### src/asd_pkg.sv
// ----------------------------------------------------------------------------
// asd_pkg: shared definitions of the ADPCM stream decoder
// Field widths, register indexes, the step table and the index adjust table.
// ----------------------------------------------------------------------------
package asd_pkg;

  localparam int unsigned CodeW   = 8;
  localparam int unsigned SampleW = 16;
  localparam int unsigned IdxW    = 7;
  localparam int unsigned StepW   = 15;
  localparam int unsigned DeltaW  = 18;
  localparam int unsigned CfgIdxW = 2;
  localparam int unsigned CfgW    = 16;

  localparam logic [IdxW-1:0] IdxReset = 7'h2C;
  localparam logic [IdxW-1:0] IdxMax   = 7'h58;

  localparam logic signed [SampleW-1:0] SampleMin = 16'sh8000;
  localparam logic signed [SampleW-1:0] SampleMax = 16'sh7FFF;

  // configuration register indexes
  typedef enum logic [CfgIdxW-1:0] {
    CfgShiftAmount  = 2'd0,
    CfgStereoMode   = 2'd1,
    CfgInitialLeft  = 2'd2,
    CfgInitialRight = 2'd3
  } cfg_reg_e;

  // control codes that repeat the last sample or raise the step index
  localparam logic [6:0] OpRepeat = 7'h00;
  localparam logic [6:0] OpRaise  = 7'h01;

  function automatic logic [StepW-1:0] step_lookup(input logic [IdxW-1:0] idx);
    logic [StepW-1:0] s;
    unique case (idx)
      7'd0:  s = 15'h0007; 7'd1:  s = 15'h0008; 7'd2:  s = 15'h0009; 7'd3:  s = 15'h000A;
      7'd4:  s = 15'h000B; 7'd5:  s = 15'h000C; 7'd6:  s = 15'h000D; 7'd7:  s = 15'h000E;
      7'd8:  s = 15'h0010; 7'd9:  s = 15'h0011; 7'd10: s = 15'h0013; 7'd11: s = 15'h0015;
      7'd12: s = 15'h0017; 7'd13: s = 15'h0019; 7'd14: s = 15'h001C; 7'd15: s = 15'h001F;
      7'd16: s = 15'h0022; 7'd17: s = 15'h0025; 7'd18: s = 15'h0029; 7'd19: s = 15'h002D;
      7'd20: s = 15'h0032; 7'd21: s = 15'h0037; 7'd22: s = 15'h003C; 7'd23: s = 15'h0042;
      7'd24: s = 15'h0049; 7'd25: s = 15'h0050; 7'd26: s = 15'h0058; 7'd27: s = 15'h0061;
      7'd28: s = 15'h006B; 7'd29: s = 15'h0076; 7'd30: s = 15'h0082; 7'd31: s = 15'h008F;
      7'd32: s = 15'h009D; 7'd33: s = 15'h00AD; 7'd34: s = 15'h00BE; 7'd35: s = 15'h00D1;
      7'd36: s = 15'h00E6; 7'd37: s = 15'h00FD; 7'd38: s = 15'h0117; 7'd39: s = 15'h0133;
      7'd40: s = 15'h0151; 7'd41: s = 15'h0173; 7'd42: s = 15'h0198; 7'd43: s = 15'h01C1;
      7'd44: s = 15'h01EE; 7'd45: s = 15'h0220; 7'd46: s = 15'h0256; 7'd47: s = 15'h0292;
      7'd48: s = 15'h02D4; 7'd49: s = 15'h031C; 7'd50: s = 15'h036C; 7'd51: s = 15'h03C3;
      7'd52: s = 15'h0424; 7'd53: s = 15'h048E; 7'd54: s = 15'h0502; 7'd55: s = 15'h0583;
      7'd56: s = 15'h0610; 7'd57: s = 15'h06AB; 7'd58: s = 15'h0756; 7'd59: s = 15'h0812;
      7'd60: s = 15'h08E0; 7'd61: s = 15'h09C3; 7'd62: s = 15'h0ABD; 7'd63: s = 15'h0BD0;
      7'd64: s = 15'h0CFF; 7'd65: s = 15'h0E4C; 7'd66: s = 15'h0FBA; 7'd67: s = 15'h114C;
      7'd68: s = 15'h1307; 7'd69: s = 15'h14EE; 7'd70: s = 15'h1706; 7'd71: s = 15'h1954;
      7'd72: s = 15'h1BDC; 7'd73: s = 15'h1EA5; 7'd74: s = 15'h21B6; 7'd75: s = 15'h2515;
      7'd76: s = 15'h28CA; 7'd77: s = 15'h2CDF; 7'd78: s = 15'h315B; 7'd79: s = 15'h364B;
      7'd80: s = 15'h3BB9; 7'd81: s = 15'h41B2; 7'd82: s = 15'h4844; 7'd83: s = 15'h4F7E;
      7'd84: s = 15'h5771; 7'd85: s = 15'h602F; 7'd86: s = 15'h69CE; 7'd87: s = 15'h7462;
      7'd88: s = 15'h7FFF;
      default: s = '0;
    endcase
    return s;
  endfunction

  // index adjust for the low five code bits: -1 on every even code
  function automatic logic signed [4:0] index_adjust(input logic [4:0] code);
    logic signed [4:0] a;
    if (!code[0]) begin
      a = -5'sd1;
    end else begin
      unique case (code[4:1])
        4'd0:  a = 5'sd0; 4'd1:  a = 5'sd4; 4'd2:  a = 5'sd2; 4'd3:  a = 5'sd6;
        4'd4:  a = 5'sd1; 4'd5:  a = 5'sd5; 4'd6:  a = 5'sd3; 4'd7:  a = 5'sd7;
        4'd8:  a = 5'sd1; 4'd9:  a = 5'sd5; 4'd10: a = 5'sd3; 4'd11: a = 5'sd7;
        4'd12: a = 5'sd2; 4'd13: a = 5'sd4; 4'd14: a = 5'sd6; 4'd15: a = 5'sd8;
        default: a = 5'sd0;
      endcase
    end
    return a;
  endfunction

endpackage

### src/adpcm_stream_decoder.sv
// ----------------------------------------------------------------------------
// adpcm_stream_decoder
// Decodes a mono or stereo ADPCM byte stream into signed 16-bit samples.
// ----------------------------------------------------------------------------
// One compressed byte is accepted every clock cycle while the output is not
// stalled. A taken byte sits in the input register and its sample is loaded
// into the result register once that register is free or being read; the
// sample is then valid on the master side. The one-byte-per-cycle rate is
// set by the per-channel predictor and step index feedback: table lookup,
// shifted sum, saturating add and index clamp all complete combinationally
// between the input register and the state registers. Control codes that emit
// nothing produce no request on the master side. Load the header (shift,
// stereo mode, initial samples) through the configuration port while the
// decoder is idle, then send the first byte with tuser set to reload the
// channel state.

module adpcm_stream_decoder (
  input  logic                                clk_i,
  input  logic                                rst_ni,
  // configuration
  input  logic                                cfg_we_i,
  input  logic [asd_pkg::CfgIdxW-1:0]         cfg_idx_i,
  input  logic [asd_pkg::CfgW-1:0]            cfg_data_i,
  // compressed bytes
  input  logic                                s_axis_tvalid,
  output logic                                s_axis_tready,
  input  logic [asd_pkg::CodeW-1:0]           s_axis_tdata,   // [7:0] code_byte
  input  logic                                s_axis_tuser,   // [0] start_of_stream
  // decoded samples
  output logic                                m_axis_tvalid,
  input  logic                                m_axis_tready,
  output logic [asd_pkg::SampleW-1:0]         m_axis_tdata,   // [15:0] sample
  output logic                                m_axis_tuser    // [0] channel_id
);

  // configuration registers
  logic [7:0]                          shift_q;
  logic                                stereo_q;
  logic signed [asd_pkg::SampleW-1:0]  init_q [2];

  // input register
  logic                                in_vld_q;
  logic [asd_pkg::CodeW-1:0]           in_code_q;
  logic                                in_sos_q;

  // channel state
  logic [asd_pkg::IdxW-1:0]            idx_q   [2];
  logic [asd_pkg::IdxW-1:0]            idx_d   [2];
  logic signed [asd_pkg::SampleW-1:0]  pred_q  [2];
  logic signed [asd_pkg::SampleW-1:0]  pred_d  [2];
  logic                                chan_q, chan_d;

  // result register
  logic                                out_vld_q, out_vld_d;
  logic signed [asd_pkg::SampleW-1:0]  out_smp_q;
  logic                                out_ch_q;

  // datapath
  logic [asd_pkg::IdxW-1:0]            eff_idx  [2];
  logic signed [asd_pkg::SampleW-1:0]  eff_pred [2];
  logic                                eff_chan;
  logic                                ch;
  logic [asd_pkg::IdxW-1:0]            cur_idx;
  logic signed [asd_pkg::SampleW-1:0]  cur_pred;
  logic                                is_ctrl;
  logic [6:0]                          op;
  logic                                emit;
  logic                                advance;
  logic [asd_pkg::StepW-1:0]           step;
  logic [asd_pkg::DeltaW-1:0]          delta;
  logic signed [asd_pkg::DeltaW:0]     psum;
  logic signed [asd_pkg::SampleW-1:0]  new_pred;
  logic signed [8:0]                   idx_sum;
  logic signed [4:0]                   adj;
  logic [asd_pkg::IdxW-1:0]            new_idx;
  logic signed [asd_pkg::SampleW-1:0]  res_smp;

  always_ff @(posedge clk_i or negedge rst_ni) begin
    if (!rst_ni) begin
      shift_q   <= '0;
      stereo_q  <= 1'b0;
      init_q[0] <= '0;
      init_q[1] <= '0;
    end else if (cfg_we_i) begin
      unique case (asd_pkg::cfg_reg_e'(cfg_idx_i))
        asd_pkg::CfgShiftAmount:  shift_q   <= cfg_data_i[7:0];
        asd_pkg::CfgStereoMode:   stereo_q  <= cfg_data_i[0];
        asd_pkg::CfgInitialLeft:  init_q[0] <= cfg_data_i;
        asd_pkg::CfgInitialRight: init_q[1] <= cfg_data_i;
        default: ;
      endcase
    end
  end

  // -------------------------------------------------------------------------
  // decode of the registered byte
  // -------------------------------------------------------------------------
  always_comb begin
    // reload on start of stream
    for (int c = 0; c < 2; c++) begin
      eff_idx[c]  = in_sos_q ? asd_pkg::IdxReset : idx_q[c];
      eff_pred[c] = in_sos_q ? init_q[c] : pred_q[c];
    end
    eff_chan = in_sos_q ? stereo_q : chan_q;
    ch       = stereo_q ? ~eff_chan : eff_chan;
    cur_idx  = eff_idx[ch];
    cur_pred = eff_pred[ch];

    is_ctrl = in_code_q[7];
    op      = in_code_q[6:0];
    emit    = !is_ctrl || (op == asd_pkg::OpRepeat);

    step  = asd_pkg::step_lookup(cur_idx);
    delta = (shift_q[7:4] == 4'd0) ? asd_pkg::DeltaW'(step >> shift_q[3:0]) : '0;
    if (in_code_q[0]) delta = delta + asd_pkg::DeltaW'(step);
    if (in_code_q[1]) delta = delta + asd_pkg::DeltaW'(step >> 1);
    if (in_code_q[2]) delta = delta + asd_pkg::DeltaW'(step >> 2);
    if (in_code_q[3]) delta = delta + asd_pkg::DeltaW'(step >> 3);
    if (in_code_q[4]) delta = delta + asd_pkg::DeltaW'(step >> 4);
    if (in_code_q[5]) delta = delta + asd_pkg::DeltaW'(step >> 5);

    // saturate only in the direction of the move
    if (in_code_q[6]) begin
      psum = (asd_pkg::DeltaW+1)'(cur_pred) - $signed({1'b0, delta});
      new_pred = (psum < (asd_pkg::DeltaW+1)'(asd_pkg::SampleMin)) ?
                 asd_pkg::SampleMin : psum[asd_pkg::SampleW-1:0];
    end else begin
      psum = (asd_pkg::DeltaW+1)'(cur_pred) + $signed({1'b0, delta});
      new_pred = (psum > (asd_pkg::DeltaW+1)'(asd_pkg::SampleMax)) ?
                 asd_pkg::SampleMax : psum[asd_pkg::SampleW-1:0];
    end

    adj = asd_pkg::index_adjust(in_code_q[4:0]);
    if (!is_ctrl) begin
      idx_sum = $signed({2'b00, cur_idx}) + $signed({{4{adj[4]}}, adj});
    end else if (op == asd_pkg::OpRepeat) begin
      idx_sum = $signed({2'b00, cur_idx}) - 9'sd1;
    end else if (op == asd_pkg::OpRaise) begin
      idx_sum = $signed({2'b00, cur_idx}) + 9'sd8;
    end else begin
      idx_sum = $signed({2'b00, cur_idx}) - 9'sd8;
    end
    if (idx_sum < 9'sd0) begin
      new_idx = '0;
    end else if (idx_sum > $signed({2'b00, asd_pkg::IdxMax})) begin
      new_idx = asd_pkg::IdxMax;
    end else begin
      new_idx = idx_sum[asd_pkg::IdxW-1:0];
    end

    res_smp = is_ctrl ? cur_pred : new_pred;

    for (int c = 0; c < 2; c++) begin
      idx_d[c]  = eff_idx[c];
      pred_d[c] = eff_pred[c];
    end
    idx_d[ch] = new_idx;
    if (!is_ctrl) pred_d[ch] = new_pred;
    // silent control codes keep the channel
    chan_d = emit ? ch : eff_chan;
  end

  // hold the byte while a sample is stalled; silent codes pass regardless
  assign advance       = in_vld_q && (!emit || !out_vld_q || m_axis_tready);
  assign s_axis_tready = !in_vld_q || advance;

  always_comb begin
    out_vld_d = out_vld_q;
    if (advance && emit) begin
      out_vld_d = 1'b1;
    end else if (m_axis_tready) begin
      out_vld_d = 1'b0;
    end
  end

  always_ff @(posedge clk_i or negedge rst_ni) begin
    if (!rst_ni) begin
      in_vld_q  <= 1'b0;
      out_vld_q <= 1'b0;
      idx_q[0]  <= asd_pkg::IdxReset;
      idx_q[1]  <= asd_pkg::IdxReset;
      pred_q[0] <= '0;
      pred_q[1] <= '0;
      chan_q    <= 1'b0;
    end else begin
      out_vld_q <= out_vld_d;
      if (s_axis_tready) begin
        in_vld_q <= s_axis_tvalid;
      end
      if (advance) begin
        idx_q[0]  <= idx_d[0];
        idx_q[1]  <= idx_d[1];
        pred_q[0] <= pred_d[0];
        pred_q[1] <= pred_d[1];
        chan_q    <= chan_d;
      end
    end
  end

  always_ff @(posedge clk_i) begin
    if (s_axis_tready && s_axis_tvalid) begin
      in_code_q <= s_axis_tdata;
      in_sos_q  <= s_axis_tuser;
    end
    if (advance && emit) begin
      out_smp_q <= res_smp;
      out_ch_q  <= ch;
    end
  end

  assign m_axis_tvalid = out_vld_q;
  assign m_axis_tdata  = out_smp_q;
  assign m_axis_tuser  = out_ch_q;

`ifndef SYNTHESIS
  a_idx_range: assert property (@(posedge clk_i) disable iff (!rst_ni)
    idx_q[0] <= asd_pkg::IdxMax && idx_q[1] <= asd_pkg::IdxMax)
    else $error("step index out of range");

  a_stall_blocks_input: assert property (@(posedge clk_i) disable iff (!rst_ni)
    in_vld_q && !advance |-> !s_axis_tready)
    else $error("input taken while byte is held");

  a_silent_no_request: assert property (@(posedge clk_i) disable iff (!rst_ni)
    advance && !emit && (!out_vld_q || m_axis_tready) |=> !m_axis_tvalid)
    else $error("silent control code produced a sample");

  a_mono_reload_left: assert property (@(posedge clk_i) disable iff (!rst_ni)
    advance && emit && in_sos_q && !stereo_q |=> !m_axis_tuser)
    else $error("mono reload did not decode on channel zero");

  a_stereo_reload_left: assert property (@(posedge clk_i) disable iff (!rst_ni)
    advance && emit && in_sos_q && stereo_q |=> !m_axis_tuser)
    else $error("stereo reload did not start on channel zero");
`endif

endmodule
### config.mk
export PLATFORM = sky130hd
export DESIGN_NAME = adpcm_stream_decoder
export DESIGN_NICKNAME = d
export VERILOG_FILES = /design/src/asd_pkg.sv /design/src/adpcm_stream_decoder.sv
export SDC_FILE = /design/constraint.sdc
export NUM_CORES = 1
export LEC_CHECK = 0
export ABC_CLOCK_PERIOD_IN_PS = 14230
export BUFFER_PORTS_ARGS = -buffer_cell sky130_fd_sc_hd__buf_2
export CORE_MARGIN = 5
export CORE_UTILIZATION = 35
export DETAILED_ROUTE_END_ITERATION = 7
export GPL_TIMING_DRIVEN = 0
export PLACE_DENSITY_LB_ADDON = 0.08
export SLEW_MARGIN = 20
export SYNTH_ARGS = -nofsm -noshare
export SYNTH_HDL_FRONTEND = slang
export SYNTH_SLANG_ARGS = --single-unit
### constraint.sdc
create_clock -name clk_i -period 14.23 [get_ports clk_i]
set_input_delay 0 -clock clk_i [delete_from_list [all_inputs] [get_ports clk_i]]
set_output_delay 0 -clock clk_i [all_outputs]
set_load 0.02 [all_outputs]
==> flow_summary_export.csv <==
group,metric,value,unit
setup_path,worstPathMaxFanout,11,
sta,grt_setup_unrepaired,"yes",
clock_network,cts-buffers-inserted,17,
setup_path,r2r-start,"chan_q",
floorplanning,ios,51,
run_status,outcome,"finished, final reports clean",
layout,area_growth,30.16,%
floorplanning,dieArea,49090,sq um
yosys,synth_top_cells_by_area,"dfrtp_1, ha_1, a21oi_1, edfxtp_1, mux2_2",
setup_path,crit_arrival,14.16,ns
placement,place_congestion,0.9711,
yosys,synth_area,15670,sq um
sta,period_minus_slack,13.82,ns
yosys,synth_edf_count,26,
drt,ant_nets,0,
grt,grt.total_usage,0.2514,
yosys,synth.yosys.seq_area_share,0.1992,
yosys,syn_area_per_cell,7.805,sq um
layout,layout.cells.non_filler,2849,
grt,grt_pass1_wl,98.56,mm
setup_path,cp_slowest_cell,"dfrtp_2",
clock_network,clk_latency,0.43,ns
worst_hold_path,hold_path_class,"input port to asynchronous set/reset pin",
sta,relSlewSlack,0.1243,
floorplanning,row_count,77,
placement,dp_slack,-3.990,ns
yosys,synthesis.nets,2181,
drt,vias,17170,
drt,drt_iter0_markers,1469,
clock_network,cts_root_buf,"clkbuf_16",
yosys,synthDistinctLibCells,102,
setup_path,reg2reg_depth,69,
placement,placed_cells,2656,
layout,n_fill_cell,4429,
drt,drt-pass1-iter-count,7,
yosys,synthCells,2007,
sta,fin_ws,0.4150,ns
floorplanning,dieWidth,221.6,um
layout,drive_gt1_frac,0.2543,
yosys,synth_top_area_frac,0.1342,
setup_path,worstPathRequired,14.57,ns
yosys,synth_ff_type,"dfrtp_1",
sta,clock_skew,0.01909,ns
yosys,ys_warn_count,0,
grt,grt_max_degree,50,
sta,setup-violations-final,0,
clock_network,cts_sinks,120,
floorplanning,start_util,0.3542,
setup_path,timing.rr.end,"pred_q[26]",
yosys,async_flop_share,0.7500,
yosys,synthMuxAreaShare,0.08594,
drt,via_per_inst,6.027,
grt,antenna_found_initial,0,
clock_network,path_clk_slew,0.05,ns
yosys,synth_compound_area_frac,0.3062,
drt,wl_per_cell,23.21,um
clock_network,cts_buffer_depth,2,
setup_path,slowest_delay,0.49,ns
placement,io_buffers,50,
setup_path,r2r_slack,0.41,ns
yosys,synth_top_area_cell,"dfrtp_1",
layout,diodes,0,
clock_network,tritoncts,"done",
sta,drv_slew,0,
grt,grt_overflow,0,
yosys,synthAdderAreaFrac,0.1190,
sta,fin_crit_sh,0.9708,
grt,grt_pass1_vias,16320,
layout,layout.nets,2419,
run,drv_cap,0,
yosys,synthSimpleGateAreaFrac,0.1830,
drt,wirelength,66.11,mm
sta,worstMarginPinSlew,1.277,ns
setup_path,cp-start-kind,"flop",
floorplanning,coreArea,44220,sq um
clock_network,h-tree-depth,4,
yosys,ys_seq_elements,120,
yosys,synth_top_family_by_area,"compound AO/OA/AOI/OAI gates",
sta,max_freq,0.07238,GHz
setup_path,crit_type,"flop to flop",
sta,hold_violations,0,
floorplanning,dieHeight,221.6,um
yosys,synth-xor-area-share,0.05296,
setup_path,timing.critical_path.mode_cell,"ha_4",
placement,dp_hpwl,49.70,mm
drt,drc_errors,0,
setup_path,end_kind,"flop",
==> worst max-delay path, delay by kind of cell (launching register included) <==
kind            cells  cell delay (ns)
buf+inv            13             1.98
fa+ha+maj           8             2.38
mux                 2             0.61
flops               1             0.49
compound gates     26             4.94
xor+xnor            6             1.02
simple gates       14             2.30
==> layer usage <==
layer,wire (um),track usage,share of wire
met1,30720,0.3611,0.46
met2,29600,0.4007,0.45
met3,3830,0.02926,0.058
met4,1957,0.06960,0.030
met5,0,0,0
==> timing repair <==
action	in CTS	in global routing
pin swaps	47	106
endpoints found under the setup margin	48	48
buffers inserted	67	70
hold endpoints to repair	144	0
cloned	1	1
gates resized for setup	171	203
hold buffers	31	0
==> worst max path at each step <==
stage                     startpoint                to  slack (ns)  cells past startpoint
after floorplan               chan_q   m_axis_tdata[2]        0.12                     71
final                         chan_q        pred_q[26]        0.41                     69
after global placement      stereo_q  m_axis_tdata[14]       -5.71                     67
after global routing          chan_q        pred_q[26]       -0.14                     71
after detailed placement      chan_q  m_axis_tdata[14]       -3.99                     69
after CTS                   in_sos_q  m_axis_tdata[14]        0.03                     75
==> metrics by stage <==
stage	hold WS (ns)	area, sq um	TNS (ns)	util
after floorplan	-0.2956	15670	0	-
after global placement	0.1773	16660	-256.21	0.3767
after detailed placement	-0.05101	16770	-171.44	0.3793
after CTS	0.07479	18970	0	0.4290
after global routing	0.1069	20390	-2.211	0.4611
final	0.07156	20390	0	0.4611
==> state kept, by name (all words and copies together) (netlist names), named ones only <==
name	cells
init_q	32
m_axis_tdata	16
in_code_q	8
idx_q	14
m_axis_tvalid	1
chan_q	1
in_sos_q	1
in_vld_q	1
m_axis_tuser	1
shift_q	8
stereo_q	1
pred_q	32
==> cells by family after synthesis <==
family,Yosys count
buf+inv,207
flops,120
fa+ha+maj,144
mux,122
xor+xnor,93
simple gates,598
compound gates,723
==> layout by cell type, fill, tap and decap left out, types with 43 or more instances in the layout <==
cell      count
nand2_1     175
a21oi_1     157
nor2_1      154
buf_4       139
o21ai_0     106
ha_1        104
dfrtp_1      82
inv_1        80
clkbuf_1     61
mux2_2       57
xnor2_1      55
buf_2        53
mux2i_1      48
nand3_1      43
o22ai_1      43
==> layout make-up <==
cell class | instances | area (sq um) | share of cell area
repair buffers | 227 | 1740 | 0.08536
clock buffers | 25 | 516.7 | 0.02534
well taps | 592 | 740.7 | 0.03633
multi-input cells | 1680 | 13220 | 0.6484
flip-flops and latches | 120 | 3123 | 0.1532
clock inverters | 6 | 63.81 | 0.003130
inverters | 96 | 402.9 | 0.01976
plain buffers | 103 | 581.8 | 0.02853
==> synth_stat cells (32+ instances only) <==
library cell and number:
nand3_1 50, ha_1 133, nor2_1 163, clkbuf_1 75, dfrtp_1 84, o22ai_1 44, a21oi_1 181, xnor2_1 62
nand2_1 184, mux2i_1 55, inv_1 87, a21o_1 33, nor3_1 38, o21ai_0 132, mux2_2 62, o21a_1 32
a211oi_1 40
Power is left out: the tool's default activity adds up to more than one toggle a clock period on the data nets, which glitch-free logic cannot reach.
